File: config.mk
export PLATFORM = sky130hd
export DESIGN_NAME = yprc_front
export DESIGN_NICKNAME = d
export VERILOG_FILES = /design/src/rtl/yprc_pkg.sv /design/src/rtl/yprc_front.sv
export SDC_FILE = /design/constraint.sdc
export NUM_CORES = 1
export LEC_CHECK = 0
export ABC_AREA = 1
export ABC_CLOCK_PERIOD_IN_PS = 9200
export BUFFER_PORTS_ARGS = -buffer_cell sky130_fd_sc_hd__buf_2
export CAP_MARGIN = 20
export CORE_AREA = 8 8 185 187
export DETAILED_ROUTE_END_ITERATION = 10
export DIE_AREA = 0 0 193 195
export MAX_ROUTING_LAYER = met4
export PLACE_DENSITY = 0.85
export SETUP_SLACK_MARGIN = 0.02
export SLEW_MARGIN = 20
export SYNTH_ARGS = -nofsm -noshare
export SYNTH_HDL_FRONTEND = slang
export SYNTH_SLANG_ARGS = --single-unit
File: constraint.sdc
create_clock -name clk -period 9.2 [get_ports clk]
set_input_delay 0.46 -clock clk [delete_from_list [all_inputs] [get_ports clk]]
set_output_delay 0.46 -clock clk [all_outputs]
set_load 0.1 [all_outputs]
File: src/rtl/yprc_pkg.sv
// ============================================================================
// yprc_pkg: shared types and constants for the camera pose update block
// Command and result records, operation codes, angle constants, back-end states.
// ============================================================================
`default_nettype none

package yprc_pkg;

    localparam int OFFSET_W  = 9;
    localparam int SPEED_W   = 24;
    localparam int SENS_W    = 16;
    localparam int DELTA_W   = 18;
    localparam int YAW_W     = 17;
    localparam int PITCH_W   = 16;
    localparam int POS_W     = 32;
    localparam int VEC_W     = 16;
    localparam int CFG_W     = 32;
    localparam int CFG_IDX_W = 2;

    localparam logic [CFG_IDX_W-1:0] REG_SENS    = 2'd0;
    localparam logic [CFG_IDX_W-1:0] REG_START_X = 2'd1;
    localparam logic [CFG_IDX_W-1:0] REG_START_Y = 2'd2;
    localparam logic [CFG_IDX_W-1:0] REG_START_Z = 2'd3;

    localparam logic [SENS_W-1:0] SENS_RESET = 16'd6554;

    // angles in 1/256 degree
    localparam logic [YAW_W-1:0] DEG45_Q8  = 17'd11520;
    localparam logic [YAW_W-1:0] DEG90_Q8  = 17'd23040;
    localparam logic [YAW_W-1:0] DEG180_Q8 = 17'd46080;
    localparam logic [YAW_W-1:0] DEG270_Q8 = 17'd69120;
    localparam logic [YAW_W-1:0] DEG360_Q8 = 17'd92160;
    localparam logic signed [DELTA_W-1:0] PITCH_LIMIT_Q8 = 18'sd22784;

    // pi/180 in Q32
    localparam logic [26:0] RAD_PER_DEG_Q32 = 27'd74961321;

    localparam logic [3:0] K_LAST = 4'd10;

    localparam logic signed [VEC_W-1:0] VEC_ZERO    = 16'sd0;
    localparam logic signed [VEC_W-1:0] VEC_NEG_ONE = -16'sd32767;

    typedef enum logic [2:0] {
        OP_ROTATE   = 3'd0,
        OP_UP       = 3'd1,
        OP_DOWN     = 3'd2,
        OP_LEFT     = 3'd3,
        OP_RIGHT    = 3'd4,
        OP_FORWARD  = 3'd5,
        OP_BACKWARD = 3'd6,
        OP_NONE     = 3'd7
    } op_t;

    typedef struct packed {
        op_t                        op;
        logic signed [DELTA_W-1:0]  dyaw;
        logic signed [DELTA_W-1:0]  dpitch;
        logic signed [SPEED_W-1:0]  speed;
    } cmd_t;

    typedef struct packed {
        logic signed [POS_W-1:0]   pos_x;
        logic signed [POS_W-1:0]   pos_y;
        logic signed [POS_W-1:0]   pos_z;
        logic signed [VEC_W-1:0]   front_x;
        logic signed [VEC_W-1:0]   front_y;
        logic signed [VEC_W-1:0]   front_z;
        logic [YAW_W-1:0]          yaw;
        logic signed [PITCH_W-1:0] pitch;
    } res_t;

    typedef enum logic [4:0] {
        ST_IDLE,
        ST_ANGLE,
        ST_TSTART,
        ST_XMUL,
        ST_XCAP,
        ST_PMUL,
        ST_DMUL1,
        ST_DMUL2,
        ST_DFIX,
        ST_TDONE,
        ST_FX,
        ST_FZ,
        ST_VEC,
        ST_MC,
        ST_MS,
        ST_MAPPLY,
        ST_RESULT
    } bst_t;

endpackage

`default_nettype wire

File: src/rtl/yprc_front.sv
// ============================================================================
// yprc_front: input side of the camera pose update block
// Takes input transactions, scales mouse offsets into angle deltas and queues
// decoded commands for the back end in a two-entry queue.
// ============================================================================
`default_nettype none

module yprc_front (
    input  logic                                  clk,
    input  logic                                  rst_n,
    input  logic                                  push,
    output logic                                  full,
    input  logic [2:0]                            mode,
    input  logic signed [yprc_pkg::OFFSET_W-1:0]  x_offset,
    input  logic signed [yprc_pkg::OFFSET_W-1:0]  y_offset,
    input  logic signed [yprc_pkg::SPEED_W-1:0]   speed,
    input  logic                                  cfg_we,
    input  logic [yprc_pkg::CFG_IDX_W-1:0]        cfg_index,
    input  logic [yprc_pkg::CFG_W-1:0]            cfg_data,
    output yprc_pkg::cmd_t                        cmd,
    output logic                                  cmd_valid,
    input  logic                                  cmd_take
);
    import yprc_pkg::*;

    logic [SENS_W-1:0] sens_reg;
    cmd_t              q_mem_reg [2];
    logic              wr_ptr_reg;
    logic              rd_ptr_reg;
    logic [1:0]        count_reg;
    logic              do_push;
    logic              do_pop;
    cmd_t              cmd_in;

    // round(offset * sensitivity / 256), half away from zero
    function automatic logic signed [DELTA_W-1:0] scale_offset(
        input logic signed [OFFSET_W-1:0] off,
        input logic [SENS_W-1:0]          sens
    );
        logic signed [25:0] prod;
        logic [25:0]        mag;
        logic [DELTA_W-1:0] rnd;
        prod = off * $signed({1'b0, sens});
        mag  = prod[25] ? 26'(-prod) : 26'(prod);
        rnd  = DELTA_W'((mag + 26'd128) >> 8);
        return prod[25] ? -$signed(rnd) : $signed(rnd);
    endfunction

    always_ff @(posedge clk or negedge rst_n)
    begin
        if (!rst_n)
        begin
            sens_reg <= SENS_RESET;
        end
        else if (cfg_we && cfg_index == REG_SENS)
        begin
            sens_reg <= cfg_data[SENS_W-1:0];
        end
    end

    always_comb
    begin
        cmd_in.op     = op_t'(mode);
        cmd_in.dyaw   = scale_offset(x_offset, sens_reg);
        cmd_in.dpitch = scale_offset(y_offset, sens_reg);
        cmd_in.speed  = speed;
    end

    assign full      = (count_reg == 2'd2);
    assign cmd_valid = (count_reg != 2'd0);
    assign cmd       = q_mem_reg[rd_ptr_reg];
    assign do_push   = push && !full;
    assign do_pop    = cmd_take && cmd_valid;

    always_ff @(posedge clk)
    begin
        if (do_push)
        begin
            q_mem_reg[wr_ptr_reg] <= cmd_in;
        end
    end

    always_ff @(posedge clk or negedge rst_n)
    begin
        if (!rst_n)
        begin
            wr_ptr_reg <= 1'b0;
            rd_ptr_reg <= 1'b0;
            count_reg  <= 2'd0;
        end
        else
        begin
            if (do_push)
            begin
                wr_ptr_reg <= !wr_ptr_reg;
            end
            if (do_pop)
            begin
                rd_ptr_reg <= !rd_ptr_reg;
            end
            if (do_push && !do_pop)
            begin
                count_reg <= count_reg + 2'd1;
            end
            else if (do_pop && !do_push)
            begin
                count_reg <= count_reg - 2'd1;
            end
        end
    end

endmodule

`default_nettype wire

# Yosys cells after proc, flatten, opt, wreduce, memory -nomap -nowiden
# Memory sizes are Yosys's and may differ from the RTL's.
# Index checks and enable logic that the tools add are counted.
# op_classes
reduce_logical	13
n_eq_ne	1
add_sub_neg	8
mul	2
n_mux	8
# op_table
cell	count
adder 26 x 8 -> 26 bit, second input constant	2
multiplier 9 x 17 -> 26 bit	2
two-way mux 26 bit	2
negator 26 bit	2
two-way mux 18 bit	2
negator 18 bit	2
logical AND 1 bit	5
logical NOT 1 bit	5
two-way mux 2 bit	2
nonzero test 2 bit	2
adder 2 x 1 -> 2 bit, second input constant	1
== test 2 bit, second input constant	1
logical NOT 2 bit	1
two-way mux 1 bit	2
subtractor 2 x 1 -> 2 bit, second input constant	1
# word_totals
ff_bits	20
ramBits	126
n_memories	1
elab_cells	37
out_inout_bits	65
inputBits	84
# memory_table
name	words	width	rd	rd_clocked_by_memory_dff	write_ports	line	text
q_mem_reg	2	63	1	0	1	yprc_front.sv:27	cmd_t q_mem_reg [2];

# Logic depth before layout (Yosys ltp)
# depth
word_depth	7
mapped_depth	43
depth_no_buf	41

# Least setup slack after synthesis
# Ideal clock, no wire load.
# synth_timing
kind	reg2reg
start	register sens_reg[8]
end	memory q_mem_reg[0][41] in the netlist's numbering, data pin
t_arrival_ns	6.489
required_time_ns	8.944
slack_ns	2.455
n_path_buf	3
stages_incl_launch_ff	39
synth_period_minus_slack_ns	6.745
setup_time_ns	0.256
cell_sequence	dfstp_2 -> clkbuf_1 -> clkbuf_1 -> nand2_1 -> fa_1 -> inv_1 -> fa_1 -> inv_1 -> fa_1 -> fa_1 -> inv_1 -> fa_1 -> ha_1 -> nand2_1 -> nand2_1 -> inv_1 -> nand2_1 -> nand3_2 -> (+3 left out) -> buf_6 -> nand2_1 -> nand2_1 -> inv_2 -> ha_1 -> nand3_1 -> nor2_1 -> nand3_2 -> xor2_1 -> inv_1 -> nor2_1 -> nand2_1 -> nor2_1 -> nand2_1 -> nand2_1 -> nand2_1 -> nand2_1 -> nand2_1
# synth_rtl
item	line	text
start, declared	yprc_front.sv:26	logic [SENS_W-1:0] sens_reg;
start signal, assigned	yprc_front.sv:57	sens_reg <= cfg_data[SENS_W-1:0];
end, declared	yprc_front.sv:27	

==> qor.yml <==
status:
  status: "finished clean"
final_layout:
  largest_reg_flops: 126
  fill_cells: 2569
  drive_gt1_share_pct: 12.5
  layout.nets: 3113
  area_growth_pct: 7.20
  stdcell_area_mm2: 0.0208
  final_util_pct: 66.7
yosys:
  netlist_instances: 2623
  synth_warnings: 0
  ys_types: 45
  yosysTopAreaCell: "fa_1"
  synth-seq-cells: 146
  syn_nets: 3048
  netlist_area_mm2: 0.0194
  synth.top_cell.area_share_pct: 20.4
  synth_area_leaders: "fa_1, edfxtp_1, nand2_1, inv_1, ha_1"
  ys_seq_area_share_pct: 22.1
  avgSynthCellArea_um2: 7.40
placed_design:
  port_buffers: 132
  place.gp.congestion: 0.923
  post_dp_cell_area_mm2: 0.0202
  hpwl_um: 35600
grt:
  grt_pass1_wl_um: 77300
  grt_usage_pct: 25.7
  grt_pass1_vias: 16900
  grt_overflow_total: 0
  grt_start_max_net_pins: 65
  antenna_found_initial: 3
worst_setup_path:
  timing.rr.end: "q_mem_reg[0][54]"
  start_kind: "flop"
  timing.rr.start: "sens_reg[6]"
  reg2reg_slack_ns: 1.54
  slowest_stage: "dfrtp_1"
  worst_path_largest_cell_delay_ns: 0.85
  worstSetupPathType: "reg -> reg"
  cp.required_ns: 9.38
  reg2reg_depth: 29
  critPathCaptureType: "flop"
  worstPathMaxFanout: 44
  cp.arrival_ns: 7.84
sta:
  tightest_slew_ns: 1.07
  slew_headroom_pct: 28.4
  fin_crit_ns: 7.66
  finalSetupViolations: 0
  fin_skew_ns: 0.0225
  finalHoldViolations: 0
  rsz0062_at_grt: "false"
  fin_crit_sh_pct: 83.2
  finalSetupTns_ns: 0
  slew_viol_final: 0
  fmax_mhz: 131
cts:
  insertion_delay_ns: 0.45
  cts.sinks: 146
  cts_setup_buffers: 0
  cts_inserted_buffers: 17
  cts_tree: "built"
  h-tree-depth: 4
  cts-resized-gates: 0
  hold_buffers: 1
  cts_root_buf: "clkbuf_16"
  clockBufferDepth: 2
  clkTransAtPathRegs_ns: 0.08
die:
  die_area_mm2: 0.0376
  die_w_um: 193
  ios: 149
  core-area_mm2: 0.0312
  start_util_pct: 62.2
  rows: 65
  die_y_um: 195
routing:
  vias_per_cell: 5.29
  vias: 16400
  drc: 0
  ant_nets: 0
  top_layer: "met4"
  totalWireLength_um: 45700
  wire_per_inst_um: 14.7
  initialDrtViolationCount: 1195
  met3_length_um: 3540
  dr.pass1.iters: 5
  wl_met1_um: 19300
  met2_length_um: 22000
min_path:
  hp-start: "mode[2]"
  min_path_cells: 1
  hold_end: "q_mem_reg[1][62]"
  hold_path_class: "in -> reg"
job:
  max_cap_viol_count: 0
-- worst max-delay path by stage --
stage / to / start / slack [ns] / depth (start not counted)
floorplan: q_mem_reg[0][41] / sens_reg[8] / 2.45 / 38
global placement: q_mem_reg[0][54] / x_offset[8] / 1.83 / 35
detailed placement: q_mem_reg[0][54] / x_offset[8] / 1.63 / 35
CTS: q_mem_reg[0][54] / sens_reg[6] / 1.63 / 29
global route: q_mem_reg[0][54] / sens_reg[6] / 1.15 / 31
finish: q_mem_reg[0][54] / sens_reg[6] / 1.54 / 29
-- layout make-up --
type	count	area (um^2)	share of cell area, %
multi-input combinational	1856	12800	61.3
clock inverter	14	149	0.715
inverter	531	1990	9.57
sequential	146	4290	20.6
clock buffer	17	425	2.04
timing repair buffer	136	693	3.33
tap	402	503	2.42
antenna	2	5.00	0.0240
-- through the flow --
| step | hold WS [ns] | std cells | setup WS (ns) |
|---|---|---|---|
| after floorplan | 0.164 | 2623 | 2.45 |
| after global placement | 0.446 | 3070 | 1.83 |
| after detailed placement | 0.458 | 3070 | 1.63 |
| after CTS | 0.194 | 3102 | 1.63 |
| after global routing | 0.198 | 3104 | 1.15 |
| final | 0.210 | 3104 | 1.54 |
-- layer usage --
metal	global-route usage, %	vias to the layer above
li1	-	8008
met1	32.3	7720
met2	42.5	622
met3	4.15	80
met4	7.41	0
met5	-	-
-- cells in the mapped netlist (all sizes together) --
master,instances
nand2,1022
inv,531
fa,198
nor2,164
nand3,148
ha,143
edfxtp,126
clkbuf,67
xor2,38
a21oi,37
buf,23
o21ai,23
nand4,21
xnor2,17
dfrtp,13
mux2,12
nand3b,11
nor3,9
dfstp,7
and2,4
nor4,4
o21bai,3
o31ai,1
or2,1
-- cells in the final DEF, fill, tap and decap left out, drive strengths merged --
cell / synthesis / final
and2: 4 / 4
nand3b: 11 / 11
dlygate4sd3: 0 / 1
o21ai: 23 / 23
nand3: 148 / 148
xnor2: 17 / 17
edfxtp: 126 / 126
a21oi: 37 / 37
o21bai: 3 / 3
buf: 23 / 135
clkinvlp: 0 / 4
nand4: 21 / 21
inv: 531 / 537
clkbuf: 67 / 17
dfrtp: 13 / 13
nor3: 9 / 9
bufinv: 0 / 1
nor2: 164 / 164
xor2: 38 / 38
fa: 198 / 198
mux2: 12 / 12
nor4: 4 / 4
clkinv: 0 / 3
nand2: 1022 / 1022
o31ai: 1 / 1
or2: 1 / 1
diode: 0 / 2
ha: 143 / 143
dfstp: 7 / 7
-- cells by family after synthesis --
family	after synthesis	synth area share, %
AOI/OAI and AO/OA	64	1.86
xor gates and xnor gates	55	2.79
muxes	12	0.696
buffers and inverters	621	12.3
adders and majority gates	341	29.6
and+or+nand+nor	1384	30.6
DFF	146	22.1
-- worst max-delay path: cells and delay by family (launching register included) --
family,cells,cell delay [ns]
and+or+nand+nor,11,1.68
adders and majority gates,8,3.42
DFF,1,0.85
buffers and inverters,5,0.38
xor gates and xnor gates,2,0.45
AOI/OAI and AO/OA,3,0.59
Power is not shown: default switching activity piles up to over one toggle a cycle in this logic, so the estimate is an artifact.
